### src/design/cpot_pkg.sv
// ---------------------------------------------------------------------------
// cpot_pkg
// shared types and constants of the convex polygon overlap test
// ---------------------------------------------------------------------------
`timescale 1ns / 1ps
package cpot_pkg;
  localparam int MAX_CORNERS = 16;
  localparam int MIN_CORNERS = 3;
  localparam int IDX_W = $clog2(MAX_CORNERS);
  localparam int CNT_W = $clog2(MAX_CORNERS + 1);
  localparam int SUM_W = 16 + CNT_W;

  localparam logic [1:0] CMD_ADD_A = 2'd0;
  localparam logic [1:0] CMD_ADD_B = 2'd1;
  localparam logic [1:0] CMD_EVAL  = 2'd2;

  typedef struct packed {
    logic             load;     // store the input corner
    logic             poly_sel; // 0 polygon a, 1 polygon b
    logic             clr;      // clear counts and overflow flag
    logic             sum_clr;  // clear centroid accumulators
    logic             sum_acc;  // accumulate corner sel side at sidx
    logic             side_rd;  // read side corners i and i+1
    logic             side_ld;  // latch side corners, build d
    logic             v_ld;     // build v
    logic             sv_mul;   // multiply cross(v,d) products
    logic             sv_ld;    // register sign of cross(v,d)
    logic             pt_rd;    // read test corner
    logic             w_ld;     // build w
    logic             pw_mul;   // multiply cross(w,d) products
    logic             pw_ld;    // register sign of cross(w,d)
    logic [IDX_W-1:0] sidx;
    logic [IDX_W-1:0] pidx;
  } cpot_cmd_t;

  typedef struct packed {
    logic [CNT_W-1:0] cnt_a;
    logic [CNT_W-1:0] cnt_b;
    logic             ovf;
    logic             d_zero;
    logic [1:0]       sv;     // 01 positive, 11 negative, 00 zero
    logic [1:0]       sw;
  } cpot_sts_t;
endpackage

### src/design/cpot_ctrl.sv
// ---------------------------------------------------------------------------
// cpot_ctrl
// sequencer of loads and the side by corner evaluation walk
// ---------------------------------------------------------------------------
`timescale 1ns / 1ps
module cpot_ctrl (
  input  logic                clk,
  input  logic                rst_n,
  input  logic                in_valid,
  output logic                in_stall,
  input  logic [1:0]          in_command,
  output logic                out_valid,
  input  logic                out_stall,
  output logic                out_intersecting,
  output logic                out_too_few_corners,
  output logic                out_corner_overflow,
  output cpot_pkg::cpot_cmd_t cmd,
  input  cpot_pkg::cpot_sts_t sts
);
  import cpot_pkg::*;

  localparam logic [3:0] S_IDLE  = 4'd0;
  localparam logic [3:0] S_SUM   = 4'd1;
  localparam logic [3:0] S_SUMW  = 4'd2;
  localparam logic [3:0] S_SRD   = 4'd3;
  localparam logic [3:0] S_SLD   = 4'd4;
  localparam logic [3:0] S_V     = 4'd5;
  localparam logic [3:0] S_VMUL  = 4'd6;
  localparam logic [3:0] S_VSGN  = 4'd7;
  localparam logic [3:0] S_PRD   = 4'd8;
  localparam logic [3:0] S_W     = 4'd9;
  localparam logic [3:0] S_WMUL  = 4'd10;
  localparam logic [3:0] S_WSGN  = 4'd11;
  localparam logic [3:0] S_CHK   = 4'd12;
  localparam logic [3:0] S_DONE  = 4'd13;

  logic [3:0]       state_r, state_nxt;
  logic             sel_r, sel_nxt;
  logic             sep_r, sep_nxt;
  logic [IDX_W-1:0] sidx_r, sidx_nxt, pidx_r, pidx_nxt;
  logic             ov_r, ov_nxt;
  logic             oi_r, oi_nxt, of_r, of_nxt, oo_r, oo_nxt;
  logic [CNT_W-1:0] scnt, pcnt;
  logic             few, s_last, p_last;

  assign scnt   = sel_r ? sts.cnt_b : sts.cnt_a;
  assign pcnt   = sel_r ? sts.cnt_a : sts.cnt_b;
  assign s_last = {1'b0, sidx_r} + 1'b1 == {1'b0, scnt};
  assign p_last = {1'b0, pidx_r} + 1'b1 == {1'b0, pcnt};
  assign few    = sts.cnt_a < CNT_W'(MIN_CORNERS) || sts.cnt_b < CNT_W'(MIN_CORNERS);

  assign in_stall = (state_r != S_IDLE) || (ov_r && out_stall);

  always_comb begin
    state_nxt = state_r;
    sel_nxt   = sel_r;
    sep_nxt   = sep_r;
    sidx_nxt  = sidx_r;
    pidx_nxt  = pidx_r;
    ov_nxt    = ov_r && out_stall;
    oi_nxt    = oi_r;
    of_nxt    = of_r;
    oo_nxt    = oo_r;
    cmd       = '0;
    cmd.poly_sel = sel_r;
    cmd.sidx  = sidx_r;
    cmd.pidx  = pidx_r;
    case (state_r)
      S_IDLE: begin
        cmd.poly_sel = in_command[0];
        if (in_valid && !in_stall) begin
          if (in_command inside {CMD_ADD_A, CMD_ADD_B}) begin
            cmd.load = 1'b1;
          end else if (in_command == CMD_EVAL) begin
            if (few) begin
              ov_nxt = 1'b1;
              oi_nxt = 1'b0;
              of_nxt = 1'b1;
              oo_nxt = sts.ovf;
              cmd.clr = 1'b1;
            end else begin
              sel_nxt   = 1'b0;
              sep_nxt   = 1'b0;
              sidx_nxt  = '0;
              state_nxt = S_SUM;
              cmd.sum_clr = 1'b1;
            end
          end
        end
      end
      S_SUM: begin
        cmd.sum_acc = 1'b1;
        if (s_last) begin
          sidx_nxt  = '0;
          state_nxt = S_SUMW;
        end else sidx_nxt = sidx_r + 1'b1;
      end
      S_SUMW: state_nxt = S_SRD;
      S_SRD: begin
        cmd.side_rd = 1'b1;
        state_nxt = S_SLD;
      end
      S_SLD: begin
        cmd.side_ld = 1'b1;
        cmd.v_ld    = 1'b1;
        state_nxt = S_V;
      end
      S_V: begin
        if (sts.d_zero) state_nxt = S_CHK;
        else begin
          cmd.sv_mul = 1'b1;
          state_nxt = S_VMUL;
        end
      end
      S_VMUL: begin
        cmd.sv_ld = 1'b1;
        state_nxt = S_VSGN;
      end
      S_VSGN: begin
        pidx_nxt = '0;
        state_nxt = (sts.sv[0]) ? S_PRD : S_CHK;
      end
      S_PRD: begin
        cmd.pt_rd = 1'b1;
        state_nxt = S_W;
      end
      S_W: begin
        cmd.w_ld = 1'b1;
        state_nxt = S_WMUL;
      end
      S_WMUL: begin
        cmd.pw_mul = 1'b1;
        state_nxt = S_WSGN;
      end
      S_WSGN: begin
        cmd.pw_ld = 1'b1;
        state_nxt = S_DONE;
      end
      S_DONE: begin
        // compare corner sign against side sign
        if (sts.sw != sts.sv) state_nxt = S_CHK;
        else if (p_last) begin
          sep_nxt = 1'b1;
          state_nxt = S_CHK;
        end else begin
          pidx_nxt = pidx_r + 1'b1;
          state_nxt = S_PRD;
        end
      end
      S_CHK: begin
        if (sep_r || s_last) begin
          if (sep_r || sel_r) begin
            ov_nxt = 1'b1;
            oi_nxt = !sep_r;
            of_nxt = 1'b0;
            oo_nxt = sts.ovf;
            cmd.clr = 1'b1;
            state_nxt = S_IDLE;
          end else begin
            sel_nxt  = 1'b1;
            sidx_nxt = '0;
            cmd.sum_clr = 1'b1;
            state_nxt = S_SUM;
          end
        end else begin
          sidx_nxt = sidx_r + 1'b1;
          state_nxt = S_SRD;
        end
      end
      default: state_nxt = S_IDLE;
    endcase
  end

  always_ff @(posedge clk) begin
    if (!rst_n) begin
      state_r <= S_IDLE;
      ov_r    <= 1'b0;
      sel_r   <= 1'b0;
      sep_r   <= 1'b0;
      sidx_r  <= '0;
      pidx_r  <= '0;
    end else begin
      state_r <= state_nxt;
      ov_r    <= ov_nxt;
      sel_r   <= sel_nxt;
      sep_r   <= sep_nxt;
      sidx_r  <= sidx_nxt;
      pidx_r  <= pidx_nxt;
    end
  end

  always_ff @(posedge clk) begin
    oi_r <= oi_nxt;
    of_r <= of_nxt;
    oo_r <= oo_nxt;
  end

  assign out_valid           = ov_r;
  assign out_intersecting    = oi_r;
  assign out_too_few_corners = of_r;
  assign out_corner_overflow = oo_r;
endmodule

### config.mk
export PLATFORM = sky130hd
export DESIGN_NAME = cpot_ctrl
export DESIGN_NICKNAME = d
export VERILOG_FILES = /design/src/design/cpot_pkg.sv /design/src/design/cpot_ctrl.sv
export SDC_FILE = /design/constraint.sdc
export NUM_CORES = 1
export LEC_CHECK = 0
export BUFFER_PORTS_ARGS = -buffer_cell sky130_fd_sc_hd__buf_2
export CORE_ASPECT_RATIO = 0.6
export CORE_MARGIN = 5
export CORE_UTILIZATION = 50
export CTS_CLUSTER_DIAMETER = 120
export CTS_CLUSTER_SIZE = 40
export DETAILED_ROUTE_END_ITERATION = 10
export PLACE_DENSITY = 0.84
export SKIP_CTS_REPAIR_TIMING = 1
export SYNTH_ARGS = -nofsm -noshare
export SYNTH_HDL_FRONTEND = slang
export SYNTH_SLANG_ARGS = --single-unit
export TNS_END_PERCENT = 20
### constraint.sdc
create_clock -name clk -period 4 [get_ports clk]
set_clock_uncertainty 0.2 [all_clocks]
set_input_delay 0.8 -clock clk [delete_from_list [all_inputs] [get_ports clk]]
set_output_delay 0.8 -clock clk [all_outputs]
set_load 0.005 [all_outputs]
==> results of run 1 <==
==> final cells by class <==
class                   instances  area [sq um]  area share [%]
clock inverters                 1         3.754          0.2290
flip-flops and latches         18         390.4           23.82
clock buffers                   3         41.29           2.519
repair buffers                 49         247.7           15.11
multi-input cells             136         897.1           54.73
well taps                      32         40.04           2.443
inverters                       5         18.77           1.145
==> worst max path at each step <==
stage                                      start       to  slack, ps
after CTS                                sts[12]  cmd[19]        580
after floorplan                           sts[7]  cmd[18]       1120
after global routing      sidx_r[0]$_SDFFE_PN0P_  cmd[18]        360
after global placement                    sts[7]  cmd[18]        800
after detailed placement                  sts[7]  cmd[18]        680
final                                    sts[12]  cmd[19]        550
==> kinds of logic (layout without fill, tap and decap cells) <==
| group | after synthesis | count (layout) | share of synthesized area, % |
|---|---|---|---|
| and+or+nand+nor | 72 | 72 | 27.96 |
| AOI/OAI and AO/OA | 33 | 33 | 16.96 |
| xor gates and xnor gates | 18 | 18 | 11.74 |
| DFF | 18 | 18 | 29.08 |
| buffers and inverters | 13 | 58 | 4.101 |
| muxes | 11 | 11 | 8.295 |
| adders and majority gates | 2 | 2 | 1.864 |
==> synth_stat cells <==
master	count	area share, %
and3_1	1	0.47
buf_4	1	0.56
a21oi_2	1	0.65
o2bb2ai_1	1	0.65
dfxtp_1	15	22
clkbuf_1	5	1.4
o311ai_0	1	0.65
nand2b_1	4	1.9
or2_2	1	0.47
o21ai_0	4	1.5
o211ai_1	2	1.1
ha_1	2	1.9
nand2_1	25	7.0
a21oi_1	7	2.6
mux2i_1	10	7.5
mux2_2	1	0.84
or4b_4	1	1.0
a211o_1	1	0.65
nor4_1	4	1.9
nand4_1	2	0.93
a21o_1	1	0.56
inv_1	5	1.4
buf_2	2	0.75
o21a_1	4	2.2
o21ai_1	1	0.37
edfxtp_1	3	6.7
nor2_1	10	2.8
nor4_4	1	1.6
a2111oi_0	2	1.3
o22ai_1	3	1.4
a22oi_1	1	0.56
a31o_2	2	1.3
xnor2_1	10	6.5
and2_1	1	0.47
nor2b_1	4	1.9
nor3_1	6	2.2
a21bo_1	1	0.75
nand3_2	1	0.75
xor2_1	8	5.2
nand3_1	8	3.0
nor3b_1	2	1.1
a32oi_1	1	0.65
or4_1	1	0.56
==> report_power, final <==
| part | switching (mW) | internal (mW) |
|---|---|---|
| logic | 0.0875 | 0.0782 |
| registers | 0.0282 | 0.195 |
| clock network | 0.0614 | 0.0683 |
==> sequential cells by signal, indices dropped and copies added (netlist names) <==
register	flops
sep_r	1
out_intersecting	1
pidx_r	4
sel_r	1
sidx_r	4
out_corner_overflow	1
out_valid	1
state_r	4
out_too_few_corners	1
==> worst max-delay path: cells and delay by family <==
kind            cells  cell delay (ps)
compound gates      1              610
simple gates        3              790
buf+inv             2              250
==> layer usage <==
layer / track usage (%) / up-vias / part of all wire (%)
met5: 0 / - / 0
met4: 3.779 / 0 / 0.31
met3: 7.321 / 2 / 6.9
met2: 26.62 / 38 / 45
met1: 25.24 / 618 / 48
li1: - / 693 / -
==> through the flow <==
stage	hold WS (ps)	setup WS, ps	instances	utilization, %	power, mW
final	305.4	547.5	244	64.53	0.5188
after global routing	358.8	356.4	244	64.53	0.5535
after CTS	311.1	583.7	244	64.53	0.5226
after detailed placement	294.9	681.5	240	62.76	0.3894
after global placement	297.5	798.4	240	62.76	0.3878
after floorplan	285.7	1125	167	-	0.3310
==> flow_summary_export.csv, run 1 <==
group,metric,value,unit
run_status,outcome,"finished, final reports clean",
detailed_routing,routed_wl,3564,um
pwr,power.leakage,0.7311,nW
yosys,ys_types,43,
clock_tree,max-clock-path-buffers,2,
final_layout,n_antenna_cell,0,
placement,port_buffers,48,
hold_path,worst_hold_path.num_cells,2,
pwr,power_density,316.5,mW/mm^2
placement,dpl_cell_area,0.001594,sq mm
clock_tree,cts_num_sinks,18,
sta,period_share,86.31,%
final_layout,area_growth,22.09,%
floorplan,rows,14,
hold_path,min_to,"sidx_r[1]$_SDFFE_PN0P_",
hold_path,hp-start,"sidx_r[1]$_SDFFE_PN0P_",
floorplan,start_util,52.86,%
final_layout,filler_cell_count,217,
sta,maxSlewHeadroom,57.62,%
final_layout,most-common-layout-cells,"48 x buf_2, 25 x nand2_1, 15 x dfxtp_1",
setup_path,rrSetupSlack,1390,ps
floorplan,dieWidth,76.90,um
floorplan,die_area,0.003856,sq mm
final_layout,final_common_cell,"buf_2",
yosys,syn_nets,191,
clock_tree,cts-buffers-inserted,3,
setup_path,critPathMaxFanout,3,
clock_tree,clock_latency,250,ps
hold_path,hp-class,"register to register",
setup_path,crit_chain,"buf_2 > a2111oi_0 > nor2_1 > or4_1 > nand3_1 > buf_2",
clock_tree,path_clk_slew,70,ps
final_layout,layout.nets,237,
yosys,synthCells,167,
detailed_routing,drtPass1Iterations,4,
detailed_routing,drc,0,
setup_path,r2r-end,"state_r[2]$_SDFFE_PN0P_",
clock_tree,root_buffer,"clkbuf_8",
detailed_routing,drtIter0Drc,146,
global_route,grt_pass1_vias,1215,
sta,final-hold-violation-count,0,
setup_path,critical_path_required,3000,ps
setup_path,cpMaxStageDelayCell,"a2111oi_0",
sta,worst_pin_slew,619.7,ps
global_route,grt_max_degree,16,
global_route,grt_pass1_wl,5761,um
sta,rsz0062_at_grt,"false",
setup_path,worstReg2RegStart,"state_r[2]$_SDFFE_PN0P_",
setup_path,cp_common_cell,"buf_2",
final_layout,finish.instance_area,0.001639,sq mm
yosys,synthesis.area,0.001343,sq mm
detailed_routing,dr_total_vias,1351,
yosys,synth.avg_cell_area,8.039,sq um
detailed_routing,post_drt_wl_per_cell,14.61,um
detailed_routing,vias_per_cell,5.537,
sta,setup_viol,0,
clock_tree,htree_levels,1,
setup_path,path_class,"primary input to primary output",
floorplan,core,0.002540,sq mm
global_route,track_usage,18.18,%
placement,gp_congestion,0.8839,
clock_tree,cts_tree,"done",
setup_path,critPathMaxStageDelay,610,ps
placement,dp_hpwl,2746,um
flow_run,drv_cap,0,
setup_path,start_kind,"primary input",
setup_path,arrival,2450,ps
pwr,peakVddDrop,0.1951,mV
yosys,ys_ff_latch,18,
yosys,yosysSeqAreaShare,29.08,%
sta,setup_tns,0,ps
sta,min_period,3453,ps
global_route,grt.overflow.total,0,
sta,clock.fmax,289.6,MHz
sta,report.final.slew_viol_count,0,
final_layout,drive_above_1_share,28.30,%
yosys,synth-warning-count,0,
detailed_routing,antenna_left,0,
global_route,antenna_found_initial,0,
setup_path,worstSetupEndpointType,"primary output",
floorplan,die_h,50.14,um
setup_path,rr_worst_depth,6,
floorplan,pin_count,49,
No activity file was read; power rests on OpenSTA's default activity.
==> inputs of run 2 (changes only) <==
Settings changed: GPL_TIMING_DRIVEN set to 0.
==> run 2 against run 1 <==
Count of clock-buffer cells in the layout stayed put. Register-to-register slack better by 100 ps. Clock power about the same. Maximum frequency fell by 4.0%. Setup slack worse by 140 ps. Sequential power is 5% lower. Core utilization increased by 1.1 points. Largest power group unchanged.
==> flow_summary_export.csv, run 2 (synthesis gave the netlist of run 1 again) <==
group,metric,value,unit
setup_path,rr_worst_depth,8,
setup_path,worstSetupEndpointType,"primary output",
floorplan,pin_count,49,
pwr,power.net_switching,0.1783,mW
sta,setup_tns,0,ps
detailed_routing,drc,0,
pwr,power.share.clock,24.9,%
hold_path,min_to,"sidx_r[1]$_SDFFE_PN0P_",
global_route,track_usage,18.70,%
setup_path,cp_common_cell,"buf_2",
global_route,grt_pass1_wl,5968,um
run_status,outcome,"finished, final reports clean",
hold_path,hp-class,"register to register",
setup_path,critical_path_required,3000,ps
global_route,antenna_found_initial,0,
final_layout,fin_cells,251,
sta,maxSlewHeadroom,62.75,%
setup_path,path_class,"register to primary output",
clock_tree,htree_levels,1,
setup_path,arrival,2600,ps
sta,min_period,3596,ps
floorplan,die_area,0.003856,sq mm
floorplan,start_util,52.86,%
final_layout,area_growth,24.23,%
hold_path,hp-start,"sidx_r[1]$_SDFFE_PN0P_",
pwr,peakVddDrop,0.2344,mV
final_layout,layout.nets,244,
sta,period_share,89.89,%
pwr,p_comb_share,34.6,%
pwr,power.leakage,0.7482,nW
setup_path,critPathMaxFanout,10,
pwr,p_int,0.3437,mW
detailed_routing,dr_total_vias,1422,
setup_path,crit_chain,"buf_2 > buf_2 > mux2i_1 > xnor2_1 > nor4_1 > nand2_1 > nand2b_1 > o21ai_0 > buf_2",
global_route,grt_pass1_vias,1297,
global_route,grt.overflow.total,0,
sta,rsz0062_at_grt,"false",
setup_path,rrSetupSlack,1490,ps
flow_run,drv_cap,0,
final_layout,top_regs,"pidx_r (4), sidx_r (4), state_r (4)",
sta,final-hold-violation-count,0,
floorplan,rows,14,
final_layout,most-common-layout-cells,"50 x buf_2, 25 x nand2_1, 15 x dfxtp_1",
setup_path,cpMaxStageDelayCell,"nor4_1",
setup_path,start_kind,"register",
detailed_routing,routed_wl,3715,um
detailed_routing,antenna_left,0,
setup_path,r2r-end,"state_r[0]$_SDFFE_PN0P_",
setup_path,critPathMaxStageDelay,450,ps
clock_tree,cts_num_sinks,18,
detailed_routing,post_drt_wl_per_cell,14.80,um
floorplan,die_h,50.14,um
detailed_routing,drtPass1Iterations,4,
final_layout,filler_cell_count,213,
pwr,p_sw_share,34.16,%
sta,clock.fmax,278.1,MHz
sta,worst_pin_slew,553.6,ps
floorplan,dieWidth,76.90,um
placement,gp_congestion,0.8785,
clock_tree,max-clock-path-buffers,2,
clock_tree,cts-buffers-inserted,3,
pwr,power_density,312.9,mW/mm^2
setup_path,worstReg2RegStart,"sel_r$_SDFFE_PN0P_",
hold_path,worst_hold_path.num_cells,2,
clock_tree,root_buffer,"clkbuf_8",
clock_tree,clock_latency,250,ps
floorplan,core,0.002540,sq mm
sta,report.final.slew_viol_count,0,
pwr,pwr-share-seq,40.4,%
final_layout,drive_above_1_share,28.31,%
placement,dp_hpwl,2936,um
final_layout,postLayoutCoreUtil,65.66,%
global_route,grt_max_degree,11,
placement,dp.cells,247,
detailed_routing,vias_per_cell,5.665,
clock_tree,path_clk_slew,70,ps
sta,setup_viol,0,
clock_tree,cts_tree,"done",
final_layout,final_common_cell,"buf_2",
final_layout,n_antenna_cell,0,
placement,port_buffers,48,
detailed_routing,drtIter0Drc,191,
==> run 2: changes by cell type in the layout (fill, tap and decap cells not counted) <==
cell | previous run | this run
buf_2 | 48 | 50
clkbuf_1 | 0 | 5
==> run 2: layer usage <==
metal	GRT usage [%]	part of all wire, %	up-vias
li1	-	-	702
met1	26.23	46	660
met2	28.59	44	56
met3	6.964	9.4	4
met4	1.744	0.38	0
met5	0	0	-
==> run 2: worst max-delay path by stage <==
stage	cells after the start	to	startpoint	slack [ps]
floorplan	6	cmd[18]	sts[7]	1120
global route	9	cmd[18]	sel_r$_SDFFE_PN0P_	270
detailed placement	8	cmd[18]	sts[7]	620
global placement	8	cmd[18]	sts[7]	630
CTS	9	cmd[18]	sel_r$_SDFFE_PN0P_	440
finish	9	cmd[18]	sel_r$_SDFFE_PN0P_	400
==> run 2: power by group through the flow <==
stage          clock network [mW]  registers, mW  logic, mW
6_report                    0.130          0.211      0.181
5_1_grt                     0.139          0.213      0.200
4_1_cts                     0.130          0.211      0.178
3_5_place_dp                    0          0.215      0.176
3_3_place_gp                    0          0.215      0.174
2_1_floorplan                   0          0.214      0.117
==> run 2: critical path: cells and delay by family (launching register included) <==
family / cells / cell delay, ps
compound gates: 1 / 200
flops: 1 / 300
buf+inv: 3 / 590
mux: 1 / 270
simple gates: 3 / 890
xor+xnor: 1 / 90
==> run 2: area by class of cell <==
class | count | area [sq um] | area share, %
buffer | 8 | 36.28 | 2.176
clock buffer | 3 | 41.29 | 2.476
clock inverter | 1 | 3.754 | 0.2251
inverter | 5 | 18.77 | 1.125
multi-input combinational | 136 | 897.1 | 53.79
sequential | 18 | 390.4 | 23.41
tap | 32 | 40.04 | 2.401
timing repair buffer | 48 | 240.2 | 14.40
==> run 2: metrics by stage <==
| stage | setup WS [ps] | hold slack [ps] | total power, mW | cell area [sq um] |
|---|---|---|---|---|
| global route | 269.4 | 348.4 | 0.5521 | 1668 |
| floorplan | 1125 | 285.7 | 0.3310 | 1343 |
| global placement | 633.8 | 297.1 | 0.3893 | 1623 |
| finish | 404.3 | 309.4 | 0.5219 | 1668 |
| detailed placement | 621.5 | 287.6 | 0.3913 | 1623 |
| CTS | 437.5 | 306.5 | 0.5180 | 1668 |
